**src/rtl/spcs_pkg.sv**
```systemverilog
// ----------------------------------------------------------------------------
// spcs_pkg
// Shared types and constants of the sample phase calibration selector.
// ----------------------------------------------------------------------------
package spcs_pkg;

   // field widths of the item ports
   localparam int ERR_FIELD_BITS = 24;
   localparam int PHASE_BITS     = 3;
   localparam int LEAST_BITS     = 27;
   localparam int COUNT_BITS     = 4;
   localparam int LANE_FIELDS    = 6;

   // configuration port
   localparam int CSR_INDEX_BITS = 1;
   localparam int CSR_DATA_BITS  = 4;
   localparam logic [CSR_INDEX_BITS-1:0] REG_TELETEXT_MODE = 1'd0;
   localparam logic [CSR_INDEX_BITS-1:0] REG_PHASE_COUNT   = 1'd1;
   localparam logic [CSR_DATA_BITS-1:0]  PHASE_COUNT_RESET = 4'd6;

   // phase count limits and edge rule
   localparam logic [COUNT_BITS-1:0] MIN_PHASES = 4'd6;
   localparam logic [COUNT_BITS-1:0] MAX_PHASES = 4'd8;
   localparam logic [PHASE_BITS-1:0] EDGE_LOW   = 3'd1;
   localparam logic [PHASE_BITS-1:0] EDGE_HIGH  = 3'd6;
   localparam logic [PHASE_BITS-1:0] FLIP_MASK  = 3'd4;

   typedef logic [2:0] op_type;

   localparam op_type OP_NONE      = 3'd0;
   localparam op_type OP_LEAST     = 3'd1;
   localparam op_type OP_WIN_SHIFT = 3'd2;
   localparam op_type OP_WIN_EVAL  = 3'd3;
   localparam op_type OP_FLIP      = 3'd4;
   localparam op_type OP_OWN       = 3'd5;
   localparam op_type OP_LO        = 3'd6;
   localparam op_type OP_HI        = 3'd7;

   // controller -> datapath
   typedef struct packed {
      op_type                op;
      logic [PHASE_BITS-1:0] idx;    // row sum read address
      logic                  store;  // write the incoming row
      logic                  load;   // load the result register
   } cmd_type;

   // datapath -> controller
   typedef struct packed {
      logic [COUNT_BITS-1:0] phase_total;  // effective phase count
      logic                  row_ok;       // incoming row index is in range
   } status_type;

endpackage

```
**src/rtl/spcs_ctrl.sv**
```systemverilog
// ----------------------------------------------------------------------------
// spcs_ctrl
// Sequencer: counts rows, steps the datapath through the search and owns
// both handshakes.
// ----------------------------------------------------------------------------
module spcs_ctrl (
   input  logic                 clock,
   input  logic                 reset,
   input  logic                 req_valid,
   output logic                 req_ready,
   output logic                 rsp_valid,
   input  logic                 rsp_ready,
   input  spcs_pkg::status_type status,
   output spcs_pkg::cmd_type    cmd
);

   localparam logic [3:0] S_IDLE  = 4'd0;
   localparam logic [3:0] S_LEAST = 4'd1;
   localparam logic [3:0] S_WIN   = 4'd2;
   localparam logic [3:0] S_FLIP  = 4'd3;
   localparam logic [3:0] S_GAP   = 4'd4;
   localparam logic [3:0] S_OWN   = 4'd5;
   localparam logic [3:0] S_LO    = 4'd6;
   localparam logic [3:0] S_HI    = 4'd7;
   localparam logic [3:0] S_LAST  = 4'd8;
   localparam logic [3:0] S_OUT   = 4'd9;

   logic [3:0]                      state_ff, state_in;
   logic [spcs_pkg::COUNT_BITS-1:0] step_ff, step_in;
   logic [spcs_pkg::COUNT_BITS-1:0] rows_ff, rows_in;
   logic                            rsp_valid_ff, rsp_valid_in;
   logic [spcs_pkg::COUNT_BITS-1:0] rows_next;
   logic [spcs_pkg::COUNT_BITS-1:0] total;

   assign total     = status.phase_total;
   assign rows_next = rows_ff + spcs_pkg::COUNT_BITS'(1);
   assign rsp_valid = rsp_valid_ff;

   always_comb begin
      state_in     = state_ff;
      step_in      = step_ff;
      rows_in      = rows_ff;
      rsp_valid_in = rsp_valid_ff && !rsp_ready;
      req_ready    = 1'b0;
      cmd.op       = spcs_pkg::OP_NONE;
      cmd.idx      = '0;
      cmd.store    = 1'b0;
      cmd.load     = 1'b0;
      case (state_ff)
         S_IDLE: begin
            req_ready = 1'b1;
            if (req_valid && status.row_ok) begin
               cmd.store = 1'b1;
               if (rows_next >= total) begin
                  rows_in  = '0;
                  step_in  = '0;
                  state_in = S_LEAST;
               end else begin
                  rows_in = rows_next;
               end
            end
         end
         S_LEAST: begin
            cmd.op  = spcs_pkg::OP_LEAST;
            cmd.idx = spcs_pkg::PHASE_BITS'(step_ff);
            if (step_ff == total - spcs_pkg::COUNT_BITS'(1)) begin
               step_in  = '0;
               state_in = S_WIN;
            end else begin
               step_in = step_ff + spcs_pkg::COUNT_BITS'(1);
            end
         end
         S_WIN: begin
            // stream sums n-1, 0, 1, .., n-1, 0 through a three-wide window
            cmd.op = (step_ff < spcs_pkg::COUNT_BITS'(2)) ? spcs_pkg::OP_WIN_SHIFT
                                                          : spcs_pkg::OP_WIN_EVAL;
            if (step_ff == '0) begin
               cmd.idx = spcs_pkg::PHASE_BITS'(total - spcs_pkg::COUNT_BITS'(1));
            end else if (step_ff == total + spcs_pkg::COUNT_BITS'(1)) begin
               cmd.idx = '0;
            end else begin
               cmd.idx = spcs_pkg::PHASE_BITS'(step_ff - spcs_pkg::COUNT_BITS'(1));
            end
            if (step_ff == total + spcs_pkg::COUNT_BITS'(1)) begin
               state_in = S_FLIP;
            end else begin
               step_in = step_ff + spcs_pkg::COUNT_BITS'(1);
            end
         end
         S_FLIP: begin
            cmd.op   = spcs_pkg::OP_FLIP;
            state_in = S_GAP;
         end
         S_GAP: begin
            state_in = S_OWN;
         end
         S_OWN: begin
            cmd.op   = spcs_pkg::OP_OWN;
            state_in = S_LO;
         end
         S_LO: begin
            cmd.op   = spcs_pkg::OP_LO;
            state_in = S_HI;
         end
         S_HI: begin
            cmd.op   = spcs_pkg::OP_HI;
            state_in = S_LAST;
         end
         S_LAST: begin
            state_in = S_OUT;
         end
         S_OUT: begin
            if (!rsp_valid_ff || rsp_ready) begin
               cmd.load     = 1'b1;
               rsp_valid_in = 1'b1;
               state_in     = S_IDLE;
            end
         end
         default: begin
            state_in = S_IDLE;
         end
      endcase
   end

   always_ff @(posedge clock) begin
      if (reset) begin
         state_ff     <= S_IDLE;
         step_ff      <= '0;
         rows_ff      <= '0;
         rsp_valid_ff <= 1'b0;
      end else begin
         state_ff     <= state_in;
         step_ff      <= step_in;
         rows_ff      <= rows_in;
         rsp_valid_ff <= rsp_valid_in;
      end
   end

endmodule

```
**src/rtl/spcs_datapath.sv**
```systemverilog
// ----------------------------------------------------------------------------
// spcs_datapath
// Row stores, least sum and window search, edge flip, per-lane refinement
// and the result register.
// ----------------------------------------------------------------------------
module spcs_datapath #(
   parameter int PHASE_ROWS = 8,
   parameter int LANES      = 6,
   parameter int ERROR_BITS = 24
) (
   input  logic clock,
   input  logic reset,
   input  logic                                    csr_write,
   input  logic [spcs_pkg::CSR_INDEX_BITS-1:0]     csr_index,
   input  logic [spcs_pkg::CSR_DATA_BITS-1:0]      csr_wdata,
   input  logic [spcs_pkg::PHASE_BITS-1:0]         row_index,
   input  logic [spcs_pkg::LANE_FIELDS-1:0][spcs_pkg::ERR_FIELD_BITS-1:0] lane_in,
   input  spcs_pkg::cmd_type                       cmd,
   output spcs_pkg::status_type                    status,
   output logic [spcs_pkg::LANE_FIELDS-1:0][spcs_pkg::PHASE_BITS-1:0] phase_out,
   output logic                                    half_delay_out,
   output logic [spcs_pkg::PHASE_BITS-1:0]         base_out,
   output logic [spcs_pkg::LEAST_BITS-1:0]         least_out
);

   localparam int MEM_ROWS = (PHASE_ROWS < 8) ? PHASE_ROWS : 8;
   localparam int ROW_W    = $clog2(MEM_ROWS);
   localparam int USED     = (LANES < spcs_pkg::LANE_FIELDS) ? LANES : spcs_pkg::LANE_FIELDS;
   localparam int SUM_W    = ERROR_BITS + $clog2(USED + 1);
   localparam int WIN_W    = SUM_W + 2;
   localparam int VAL_W    = ERROR_BITS + 1;  // msb set: not available

   // configuration
   logic                                teletext_ff;
   logic [spcs_pkg::CSR_DATA_BITS-1:0]  phase_count_ff;
   logic [spcs_pkg::COUNT_BITS-1:0]     total;

   // stores
   logic [USED-1:0][ERROR_BITS-1:0] lane_mem [MEM_ROWS];
   logic [SUM_W-1:0]                sum_mem  [MEM_ROWS];
   logic [USED-1:0][ERROR_BITS-1:0] wr_row;
   logic [SUM_W-1:0]                wr_sum;

   // read side
   logic [USED-1:0][ERROR_BITS-1:0] lane_rd_ff;
   logic [SUM_W-1:0]                sum_rd_ff;
   spcs_pkg::op_type                op_d_ff;
   logic [spcs_pkg::PHASE_BITS-1:0] idx_d_ff;
   logic                            avail_d_ff;
   logic [spcs_pkg::COUNT_BITS-1:0] view_row;
   logic [spcs_pkg::PHASE_BITS-1:0] phys_row;
   logic                            avail;

   // search state
   logic [SUM_W-1:0]                least_ff;
   logic [SUM_W-1:0]                win_l_ff, win_c_ff;
   logic [spcs_pkg::PHASE_BITS-1:0] win_c_idx_ff;
   logic [WIN_W-1:0]                best_ff;
   logic                            found_ff;
   logic [WIN_W-1:0]                win_sum;
   logic [spcs_pkg::PHASE_BITS-1:0] base_ff;
   logic                            flip_ff;
   logic                            refine_ff;
   logic [USED-1:0][VAL_W-1:0]      own_ff, lo_ff, hi_ff;
   logic [USED-1:0][VAL_W-1:0]      rd_val;

   // result register
   logic [spcs_pkg::LANE_FIELDS-1:0][spcs_pkg::PHASE_BITS-1:0] phase_ff;
   logic [spcs_pkg::LANE_FIELDS-1:0][spcs_pkg::PHASE_BITS-1:0] phase_sel;
   logic                            half_ff;
   logic [spcs_pkg::PHASE_BITS-1:0] base_res_ff;
   logic [spcs_pkg::LEAST_BITS-1:0] least_res_ff;

   // effective phase count: clamp to 6..8, then to the store depth
   always_comb begin
      total = phase_count_ff;
      if (total < spcs_pkg::MIN_PHASES) total = spcs_pkg::MIN_PHASES;
      if (total > spcs_pkg::MAX_PHASES) total = spcs_pkg::MAX_PHASES;
      if (PHASE_ROWS < 8) begin
         if (total > spcs_pkg::COUNT_BITS'(MEM_ROWS)) total = spcs_pkg::COUNT_BITS'(MEM_ROWS);
      end
   end

   assign status.phase_total = total;
   assign status.row_ok      = {1'b0, row_index} < total;

   always_comb begin
      wr_sum = '0;
      for (int j = 0; j < USED; j++) begin
         wr_row[j] = ERROR_BITS'(lane_in[j]);
         wr_sum    = wr_sum + SUM_W'(wr_row[j]);
      end
   end

   // viewed row for the neighbour reads, then the stored row behind it
   always_comb begin
      view_row = {1'b0, base_ff};
      avail    = 1'b1;
      case (cmd.op)
         spcs_pkg::OP_LO: begin
            view_row = {1'b0, base_ff} - spcs_pkg::COUNT_BITS'(1);
            avail    = (base_ff != '0);
         end
         spcs_pkg::OP_HI: begin
            view_row = {1'b0, base_ff} + spcs_pkg::COUNT_BITS'(1);
            avail    = (view_row < total);
         end
         default: begin
            view_row = {1'b0, base_ff};
         end
      endcase
      phys_row = flip_ff ? (view_row[spcs_pkg::PHASE_BITS-1:0] ^ spcs_pkg::FLIP_MASK)
                         : view_row[spcs_pkg::PHASE_BITS-1:0];
      avail    = avail && ({1'b0, phys_row} < total);
   end

   assign win_sum = WIN_W'(win_l_ff) + WIN_W'(win_c_ff) + WIN_W'(sum_rd_ff);

   always_comb begin
      for (int j = 0; j < USED; j++) begin
         rd_val[j] = avail_d_ff ? {1'b0, lane_rd_ff[j]} : {1'b1, {ERROR_BITS{1'b0}}};
      end
   end

   // lanes step toward a strictly better neighbour when refinement is on
   always_comb begin
      for (int j = 0; j < spcs_pkg::LANE_FIELDS; j++) begin
         phase_sel[j] = base_ff;
      end
      for (int j = 0; j < USED; j++) begin
         if (refine_ff) begin
            if (lo_ff[j] < hi_ff[j] && lo_ff[j] < own_ff[j]) begin
               phase_sel[j] = base_ff - spcs_pkg::PHASE_BITS'(1);
            end else if (hi_ff[j] < lo_ff[j] && hi_ff[j] < own_ff[j]) begin
               phase_sel[j] = base_ff + spcs_pkg::PHASE_BITS'(1);
            end
         end
      end
   end

   always_ff @(posedge clock) begin
      if (reset) begin
         teletext_ff    <= 1'b0;
         phase_count_ff <= spcs_pkg::PHASE_COUNT_RESET;
      end else if (csr_write) begin
         case (csr_index)
            spcs_pkg::REG_TELETEXT_MODE: begin
               teletext_ff <= csr_wdata[0];
            end
            spcs_pkg::REG_PHASE_COUNT: begin
               phase_count_ff <= csr_wdata;
            end
            default: begin
               phase_count_ff <= phase_count_ff;
            end
         endcase
      end
   end

   // stores: one row written per item, one row read per cycle
   always_ff @(posedge clock) begin
      if (cmd.store) begin
         lane_mem[ROW_W'(row_index)] <= wr_row;
         sum_mem[ROW_W'(row_index)]  <= wr_sum;
      end
      lane_rd_ff <= lane_mem[ROW_W'(phys_row)];
      sum_rd_ff  <= sum_mem[ROW_W'(cmd.idx)];
   end

   always_ff @(posedge clock) begin
      if (reset) begin
         op_d_ff <= spcs_pkg::OP_NONE;
      end else begin
         op_d_ff <= cmd.op;
      end
   end

   always_ff @(posedge clock) begin
      idx_d_ff   <= cmd.idx;
      avail_d_ff <= avail;
      case (op_d_ff)
         spcs_pkg::OP_LEAST: begin
            if (idx_d_ff == '0 || sum_rd_ff < least_ff) least_ff <= sum_rd_ff;
            found_ff <= 1'b0;
         end
         spcs_pkg::OP_WIN_SHIFT: begin
            win_l_ff     <= win_c_ff;
            win_c_ff     <= sum_rd_ff;
            win_c_idx_ff <= idx_d_ff;
         end
         spcs_pkg::OP_WIN_EVAL: begin
            if (win_c_ff == least_ff && (!found_ff || win_sum < best_ff)) begin
               best_ff  <= win_sum;
               base_ff  <= win_c_idx_ff;
               found_ff <= 1'b1;
            end
            win_l_ff     <= win_c_ff;
            win_c_ff     <= sum_rd_ff;
            win_c_idx_ff <= idx_d_ff;
         end
         spcs_pkg::OP_FLIP: begin
            refine_ff <= teletext_ff && (least_ff != '0);
            if (teletext_ff && least_ff != '0 &&
                (base_ff <= spcs_pkg::EDGE_LOW || base_ff >= spcs_pkg::EDGE_HIGH)) begin
               flip_ff <= 1'b1;
               base_ff <= base_ff ^ spcs_pkg::FLIP_MASK;
            end else begin
               flip_ff <= 1'b0;
            end
         end
         spcs_pkg::OP_OWN: own_ff <= rd_val;
         spcs_pkg::OP_LO:  lo_ff  <= rd_val;
         spcs_pkg::OP_HI:  hi_ff  <= rd_val;
         default: begin
            found_ff <= found_ff;
         end
      endcase
      if (cmd.load) begin
         phase_ff     <= phase_sel;
         half_ff      <= flip_ff;
         base_res_ff  <= base_ff;
         least_res_ff <= spcs_pkg::LEAST_BITS'(least_ff);
      end
   end

   assign phase_out      = phase_ff;
   assign half_delay_out = half_ff;
   assign base_out       = base_res_ff;
   assign least_out      = least_res_ff;

endmodule

```
**src/rtl/sample_phase_calibration_select.sv**
```systemverilog
// ----------------------------------------------------------------------------
// sample_phase_calibration_select
// Collects error rows, one per sample phase, and once as many rows as the phase
// count are taken, picks a common sample phase and a refined phase per lane.
// ----------------------------------------------------------------------------
//
//   channel | direction | handshake            | payload
//   --------+-----------+----------------------+--------------------------------
//   req_    | in        | req_valid/req_ready  | row_index, lane_a..f_errors
//   rsp_    | out       | rsp_valid/rsp_ready  | phase_a..f, half_delay,
//           |           |                      | base_phase, least_sum
//   csr_    | in        | csr_write            | csr_index, csr_wdata
//
// A row is taken while the block is idle. The row that completes a calibration
// starts a search (N = phase count, 6 to 8), stepped by the single read
// port of each row store: N reads for the least sum, N+2 for the circular
// window, then three lane row reads for the neighbour refinement.
// No rows are taken during the search. A result waiting in the output
// register does not block new rows; only the next result load waits for it.
// Reset is synchronous; the stores are not cleared, and a calibration counts
// rows taken, not distinct rows, so a row not rewritten keeps older data.
//
module sample_phase_calibration_select #(
   parameter int PHASE_ROWS = 8,
   parameter int LANES      = 6,
   parameter int ERROR_BITS = 24
) (
   input  logic clock,
   input  logic reset,

   // configuration writes
   input  logic                                csr_write,
   input  logic [spcs_pkg::CSR_INDEX_BITS-1:0] csr_index,
   input  logic [spcs_pkg::CSR_DATA_BITS-1:0]  csr_wdata,

   // error rows
   input  logic                                req_valid,
   output logic                                req_ready,
   input  logic [spcs_pkg::PHASE_BITS-1:0]     req_row_index,
   input  logic [spcs_pkg::ERR_FIELD_BITS-1:0] req_lane_a_errors,
   input  logic [spcs_pkg::ERR_FIELD_BITS-1:0] req_lane_b_errors,
   input  logic [spcs_pkg::ERR_FIELD_BITS-1:0] req_lane_c_errors,
   input  logic [spcs_pkg::ERR_FIELD_BITS-1:0] req_lane_d_errors,
   input  logic [spcs_pkg::ERR_FIELD_BITS-1:0] req_lane_e_errors,
   input  logic [spcs_pkg::ERR_FIELD_BITS-1:0] req_lane_f_errors,

   // calibration results
   output logic                                rsp_valid,
   input  logic                                rsp_ready,
   output logic [spcs_pkg::PHASE_BITS-1:0]     rsp_phase_a,
   output logic [spcs_pkg::PHASE_BITS-1:0]     rsp_phase_b,
   output logic [spcs_pkg::PHASE_BITS-1:0]     rsp_phase_c,
   output logic [spcs_pkg::PHASE_BITS-1:0]     rsp_phase_d,
   output logic [spcs_pkg::PHASE_BITS-1:0]     rsp_phase_e,
   output logic [spcs_pkg::PHASE_BITS-1:0]     rsp_phase_f,
   output logic                                rsp_half_delay,
   output logic [spcs_pkg::PHASE_BITS-1:0]     rsp_base_phase,
   output logic [spcs_pkg::LEAST_BITS-1:0]     rsp_least_sum
);

   spcs_pkg::cmd_type    cmd;
   spcs_pkg::status_type status;

   // lane A sits at index 0
   logic [spcs_pkg::LANE_FIELDS-1:0][spcs_pkg::ERR_FIELD_BITS-1:0] lane_in;
   logic [spcs_pkg::LANE_FIELDS-1:0][spcs_pkg::PHASE_BITS-1:0]     phase_out;

   assign lane_in = {req_lane_f_errors, req_lane_e_errors, req_lane_d_errors,
                     req_lane_c_errors, req_lane_b_errors, req_lane_a_errors};

   // sequencer: row count, search steps, handshakes
   spcs_ctrl u_ctrl (
      .clock     (clock),
      .reset     (reset),
      .req_valid (req_valid),
      .req_ready (req_ready),
      .rsp_valid (rsp_valid),
      .rsp_ready (rsp_ready),
      .status    (status),
      .cmd       (cmd)
   );

   // stores, search registers and result register
   spcs_datapath #(
      .PHASE_ROWS (PHASE_ROWS),
      .LANES      (LANES),
      .ERROR_BITS (ERROR_BITS)
   ) u_datapath (
      .clock          (clock),
      .reset          (reset),
      .csr_write      (csr_write),
      .csr_index      (csr_index),
      .csr_wdata      (csr_wdata),
      .row_index      (req_row_index),
      .lane_in        (lane_in),
      .cmd            (cmd),
      .status         (status),
      .phase_out      (phase_out),
      .half_delay_out (rsp_half_delay),
      .base_out       (rsp_base_phase),
      .least_out      (rsp_least_sum)
   );

   assign rsp_phase_a = phase_out[0];
   assign rsp_phase_b = phase_out[1];
   assign rsp_phase_c = phase_out[2];
   assign rsp_phase_d = phase_out[3];
   assign rsp_phase_e = phase_out[4];
   assign rsp_phase_f = phase_out[5];

endmodule

```
**config.mk**
```make
export PLATFORM = sky130hd
export DESIGN_NAME = sample_phase_calibration_select
export DESIGN_NICKNAME = d
export VERILOG_FILES = /design/src/rtl/spcs_pkg.sv /design/src/rtl/spcs_ctrl.sv /design/src/rtl/spcs_datapath.sv /design/src/rtl/sample_phase_calibration_select.sv
export SDC_FILE = /design/constraint.sdc
export NUM_CORES = 2
export LEC_CHECK = 0
export BUFFER_PORTS_ARGS = -buffer_cell sky130_fd_sc_hd__buf_2
export CAP_MARGIN = 5
export CORE_MARGIN = 1.5
export CORE_UTILIZATION = 55
export CTS_CLUSTER_DIAMETER = 200
export DETAILED_ROUTE_END_ITERATION = 8
export GPL_TIMING_DRIVEN = 0
export PLACE_DENSITY = 0.71
export RECOVER_POWER = 50
export SYNTH_ARGS = -nofsm -noshare
export SYNTH_HDL_FRONTEND = slang
export SYNTH_SLANG_ARGS = --single-unit
export TNS_END_PERCENT = 10
```
**constraint.sdc**
```tcl
create_clock -name clock -period 21 [get_ports clock]
set_input_delay 1.05 -clock clock [delete_from_list [all_inputs] [get_ports clock]]
set_output_delay 1.05 -clock clock [all_outputs]
set_load 0.01 [all_outputs]
```
Yosys cells after proc, flatten, opt, wreduce, memory -nomap -nowiden
Memories as Yosys holds them, arrays and structs flattened. A register that Yosys moved wholly into a read port is not among the register bits.
Index checks and enable logic that the tools add are counted.

cells by class
  reductions and logical operators = 44
  $add $sub $neg = 16
  mux-type cells = 61
  $lt $le $gt $ge = 35
  equality and inequality tests = 29
  bitwise operators = 4

operators with widths
  cell                                                                     number
  25-bit < comparator                                                      24
  25-bit 2-to-1 mux                                                        6
  27-bit by 24-bit adder with 27-bit output                                4
  3-bit 2-to-1 mux                                                         23
  4-bit 2-to-1 mux                                                         12
  4-bit case mux with 10 select lines                                      1
  29-bit by 27-bit adder with 29-bit output                                1
  29-bit < comparator                                                      1
  27-bit by 27-bit adder with 28-bit output                                1
  27-bit == test                                                           1
  27-bit < comparator                                                      1
  27-bit nonzero test                                                      1
  24-bit by 24-bit adder with 25-bit output                                1
  3-bit == test, second input constant                                     6
  1-bit logical AND                                                        18
  3-bit case mux with 2 select lines                                       3
  3-bit case mux with 6 select lines                                       1
  4-bit by 3-bit == test with 1-bit output, second input constant          4
  2-bit by 1-bit inequality test with 1-bit output, second input constant  7
  4-bit by 1-bit adder with 4-bit output, second input constant            3
  1-bit 2-to-1 mux                                                         12
  4-bit case mux with 3 select lines                                       1
  2-bit AND reduction                                                      6
  3-bit by 1-bit subtractor with 3-bit output, second input constant       3
  other kinds (30)                                                         48

word-level totals
  register bits = 643
  word-level logic and storage cells = 237
  bits in writable memories = 1368
  memories kept = 2
  input bits = 157

memories
  name                 words  width  rd ports  clocked after memory_dff  wr ports  line                 source
  u_datapath.lane_mem  8      144    1         1                         1         spcs_datapath.sv:39  logic [USED-1:0][ERROR_BITS-1:0] lane_mem [MEM_ROWS];
  u_datapath.sum_mem   8      27     1         1                         1         spcs_datapath.sv:40  logic [SUM_W-1:0] sum_mem [MEM_ROWS];

Depth between registers and ports, before layout
  depth in word-level cells = 10
  gate-level depth with buffers = 30
  gate-level depth less buffers = 29

Modules after synthesis
Synthesis repeated with hierarchy kept, for this count alone.

unflattened totals
  cell total of the unflattened synthesis = 7168
  area, all modules = 94419.3 µm²

modules (own cells, without submodules)
  module         cells an instance  instances  area each (µm²)
  spcs_datapath  7018               1          93234.4
  spcs_ctrl      150                1          1184.9

Worst setup path before layout
OpenSTA, ideal clock, no wires.

  path kind = input -> register
  from = input req_row_index[1] (netlist name)
  to = memory u_datapath.lane_mem[0][0] (netlist name) (enable)
  data required time = 19860 ps
  buffers on the path = 0
  setup slack = 1728 ps
  stages on the path = 6
  arrival time = 18133 ps
  path through = ha_1 o21ai_0 a21boi_0 o21ai_0 nand3_1 nor4_1

on the way
  word-level cells in the longest chain between the ends = 6

RTL lines
  item                                           line                                   source
  start, declared                                sample_phase_calibration_select.sv:39  input logic [spcs_pkg::PHASE_BITS-1:0] req_row_index,
  3-bit by 4-bit < comparator with 1-bit output  spcs_datapath.sv:85                    assign status.row_ok = {1'b0, row_index} < total;
  1-bit logical AND                              spcs_ctrl.sv:52                        if (req_valid && status.row_ok) begin
  1-bit 2-to-1 mux                               spcs_ctrl.sv:52
  1-bit 2-to-1 mux                               spcs_ctrl.sv:49                        case (state_ff)
  1-bit 2-to-1 mux                               spcs_datapath.sv:162                   if (cmd.store) begin
  1-bit 2-to-1 mux (implied by the code)         spcs_datapath.sv:163                   lane_mem[ROW_W'(row_index)] <= wr_row;
  end, declared                                  spcs_datapath.sv:39

Parallel ways exist; a longest one is shown, timed or not.

Worst setup path after layout
  from = input req_lane_b_errors[0] (netlist name)
  to = memory u_datapath.sum_mem[6][26] (netlist name) (data pin)

on the way
  word-level cells in the longest chain between the ends = 5

RTL lines
  item                                                    line                                   source
  start, declared                                         sample_phase_calibration_select.sv:41  input logic [spcs_pkg::ERR_FIELD_BITS-1:0] req_lane_b_errors,
  24-bit by 24-bit adder with 25-bit output               spcs_datapath.sv:91                    wr_sum = wr_sum + SUM_W'(wr_row[j]);
  27-bit by 24-bit adder with 27-bit output (4 in a row)  spcs_datapath.sv:91
  net u_datapath.wr_sum[26]                               spcs_datapath.sv:42                    logic [SUM_W-1:0] wr_sum;
  end, declared                                           spcs_datapath.sv:40

The timed path passes the listed nets, and every way through them passes these cells.

==> out/qor.csv <==
metric;value;unit
ys_top_cells_by_area;edfxtp_1 61%, ha_1 7.9%, nand2_1 5.6%;
ys_top_cells_by_count;1971 x edfxtp_1, 1435 x nand2_1, 639 x nand3_1;
drc;0;
finalSetupTns;0;ns
drt_iter0_drc;7804;
cts_made_buffers;211;
hpwl;193;mm
htree_levels;4;
clockRootBuffer;clkbuf_16;
cts_setup_buffers;0;
arrival;8.54;ns
final_hold_viol_count;0;
vias;62800;
fp.coreArea;174000;sq um
ys_async_sr_fraction;0;
hold_path_end;u_datapath.win_c_idx_ff[1]$_DFFE_PP_;
ys_ff_latch;2167;
final_layout_size_suffix_gt1_frac;0.0736;
irDropWorstVdd;0.0934;mV
place_congestion;0.939;
worstHoldStart;u_datapath.idx_d_ff[1]$_DFF_P_;
worst_slew_pin_slew;3.84;ns
period_needed;8.09;ns
grt_pass1_wl;382;mm
fp.dieH;422;um
cts_tree;built;
synth_warnings;0;
hold_depth;0;
grt_pass1_vias;60900;
start_util;0.554;
track_usage;0.290;
finalPower;0.0114;W
cp-end-kind;flop;
synth_top_cell_area_share;0.614;
synth_most_common_cell;edfxtp_1;
global_route.overflow_total;0;
fillers;13000;
avgRoutedWirePerCell;24.4;um
netlist_area;96300;sq um
timing.rr.end;u_datapath.base_ff[2]$_DFFE_PP_;
ys_seq_area_frac;0.655;
syn2layout_area_growth;13.2;%
r2r_setup_slack;13.12;ns
synth_edf_count;1971;
regToRegStartpoint;u_datapath.win_c_ff[0]$_DFFE_PP_;
rsz0062_at_grt;no;
worstSkewPairLatency;0.88;ns
ios;208;
routed_via_density;5.85;
dieWidth;422;um
final_nets;9036;
synth_area_per_cell;12.6;sq um
violations;max-capacitance violations, max-slew violations;
drt-total-wl;262;mm
reg2regPathDepth;31;
die-area;178000;sq um
cp_max_fo;10;
power_density;105;nW/um^2
antenna_found_initial;77;
slew_violations;541;
final.period_utilization;0.385;
synthFlopType;edfxtp_1;
fin_skew;0.0561;ns
drt_pass1_iterations;6;
antenna_left;0;
synth_nets;8470;
p_leak;42.6;nW
setup_violations;0;
cap_viol_max_count;16;
worst_ep_required_time;21.46;ns
rows;153;
cts_resized;0;
clock_path_buffers;3;
critPathLaunchType;input port;
status;finished with violations;
critPathKind;input port to flop;
clk_pin_slew;0.06;ns
grt_max_degree;59;
io_buffers;206;
holdBufCountCts;0;
slew_headroom;-1.56;
synth_top_area_cell;edfxtp_1;
min_path_type;flop to flop;
fmax;124;MHz
synth_cell_types;89;
netlist_instances;7629;
clock_sinks;2167;
## flip-flops by register name, summed over array words and instances, names as in the netlist, 4 cells and up
signal	cells
u_datapath.best_ff	29
u_datapath.hi_ff	145
u_datapath.sum_mem	216
u_datapath.win_c_ff	27
u_datapath.phase_out	18
u_ctrl.rows_ff	4
u_ctrl.step_ff	4
u_datapath.win_l_ff	27
u_datapath.sum_rd_ff	27
u_datapath.least_out	27
u_datapath.own_ff	145
u_datapath.phase_count_ff	4
u_ctrl.state_ff	4
u_datapath.lo_ff	145
u_datapath.lane_rd_ff	144
u_datapath.least_ff	27
u_datapath.lane_mem	1152
## how the worst max path moves through the flow
stage / start / endpoint / slack (ns) / cells after the start
5_1_grt: u_datapath.win_c_ff[0]$_DFFE_PP_ / u_datapath.base_ff[2]$_DFFE_PP_ / 12.58 / 31
3_3_place_gp: req_row_index[1] / u_datapath.lane_mem[0][41]$_DFFE_PP_ / -10.92 / 7
6_report: req_lane_b_errors[0] / u_datapath.sum_mem[6][26]$_DFFE_PP_ / 12.91 / 22
2_1_floorplan: req_row_index[1] / u_datapath.lane_mem[0][0]$_DFFE_PP_ / 1.73 / 6
4_1_cts: u_datapath.win_c_ff[0]$_DFFE_PP_ / u_datapath.base_ff[2]$_DFFE_PP_ / 13.10 / 31
3_5_place_dp: req_lane_a_errors[0] / u_datapath.sum_mem[2][26]$_DFFE_PP_ / 12.61 / 21
## metal layers
metal / routed length [um] / GRT usage
met2: 118000 / 0.438
met3: 26600 / 0.0577
met1: 107000 / 0.408
met5: 92 / 0
met4: 11000 / 0.130
## where the power goes
group	total [W]	internal (W)	leakage, nW	switching, W
clock	0.00385	0.00221	3.49	0.00164
combinational	0.00217	0.000691	19.6	0.00148
sequential	0.00539	0.00527	19.5	0.000114
## kinds of logic after synthesis
logic type,Yosys count,share of synthesized area
fa+ha+maj,684,0.0947
xor+xnor,144,0.0132
buf+inv,778,0.0321
mux,117,0.0122
compound gates,1083,0.0695
flops,2167,0.655
simple gates,2656,0.123
## through the flow
step           setup WS [ns]  hold WS [ns]   util  cell area, sq um  cells
4_1_cts                13.10         0.428  0.629            109000  10700
3_5_place_dp           12.61         0.442  0.588            102000  10300
6_report               12.91         0.454  0.627            109000  10700
3_3_place_gp          -10.92         0.422  0.576            100000  10200
2_1_floorplan           1.73         0.400      -             96300   7629
5_1_grt                12.58         0.460  0.627            109000  10700
## cell usage in the layout, fill, tap and decap left out, drive strengths merged, types with 146 or more instances in the layout
cell    count
o21ai     442
clkbuf    654
buf       286
nand2    1436
nor2      146
edfxtp   1971
and2      156
a21oi     235
ha        609
nand3     639
inv       503
dfxtp     196
## area by class of cell
cell class              instances  area (sq um)  area share
inverters                     496          1860      0.0171
repair buffers                353          2530      0.0232
clock buffers                 305          6140      0.0563
plain buffers                 282          1230      0.0113
flip-flops and latches       2167         63100       0.578
diodes                         33          82.6    0.000757
multi-input cells            4684         30200       0.277
well taps                    2325          2910      0.0267
clock inverters                94          1010     0.00930
## critical path: stages
cell and delay [ns]:
clkbuf_1 0.31, ha_1 0.38, fa_1 0.42, a21oi_1 0.22, o21ai_0 0.11, a21oi_1 0.27, o31ai_1 0.14, a21boi_0 0.50
a31o_2 0.24, a21boi_0 0.12, nor2_1 0.14, xor2_1 0.54, fa_1 0.53, inv_1 0.09, fa_1 0.44, fa_1 0.49
ha_1 0.36, nand4_1 0.19, nor4_1 0.56, o31a_1 0.26, a21oi_1 0.08, o21bai_1 1.08
(Power assumes the default switching activity.)
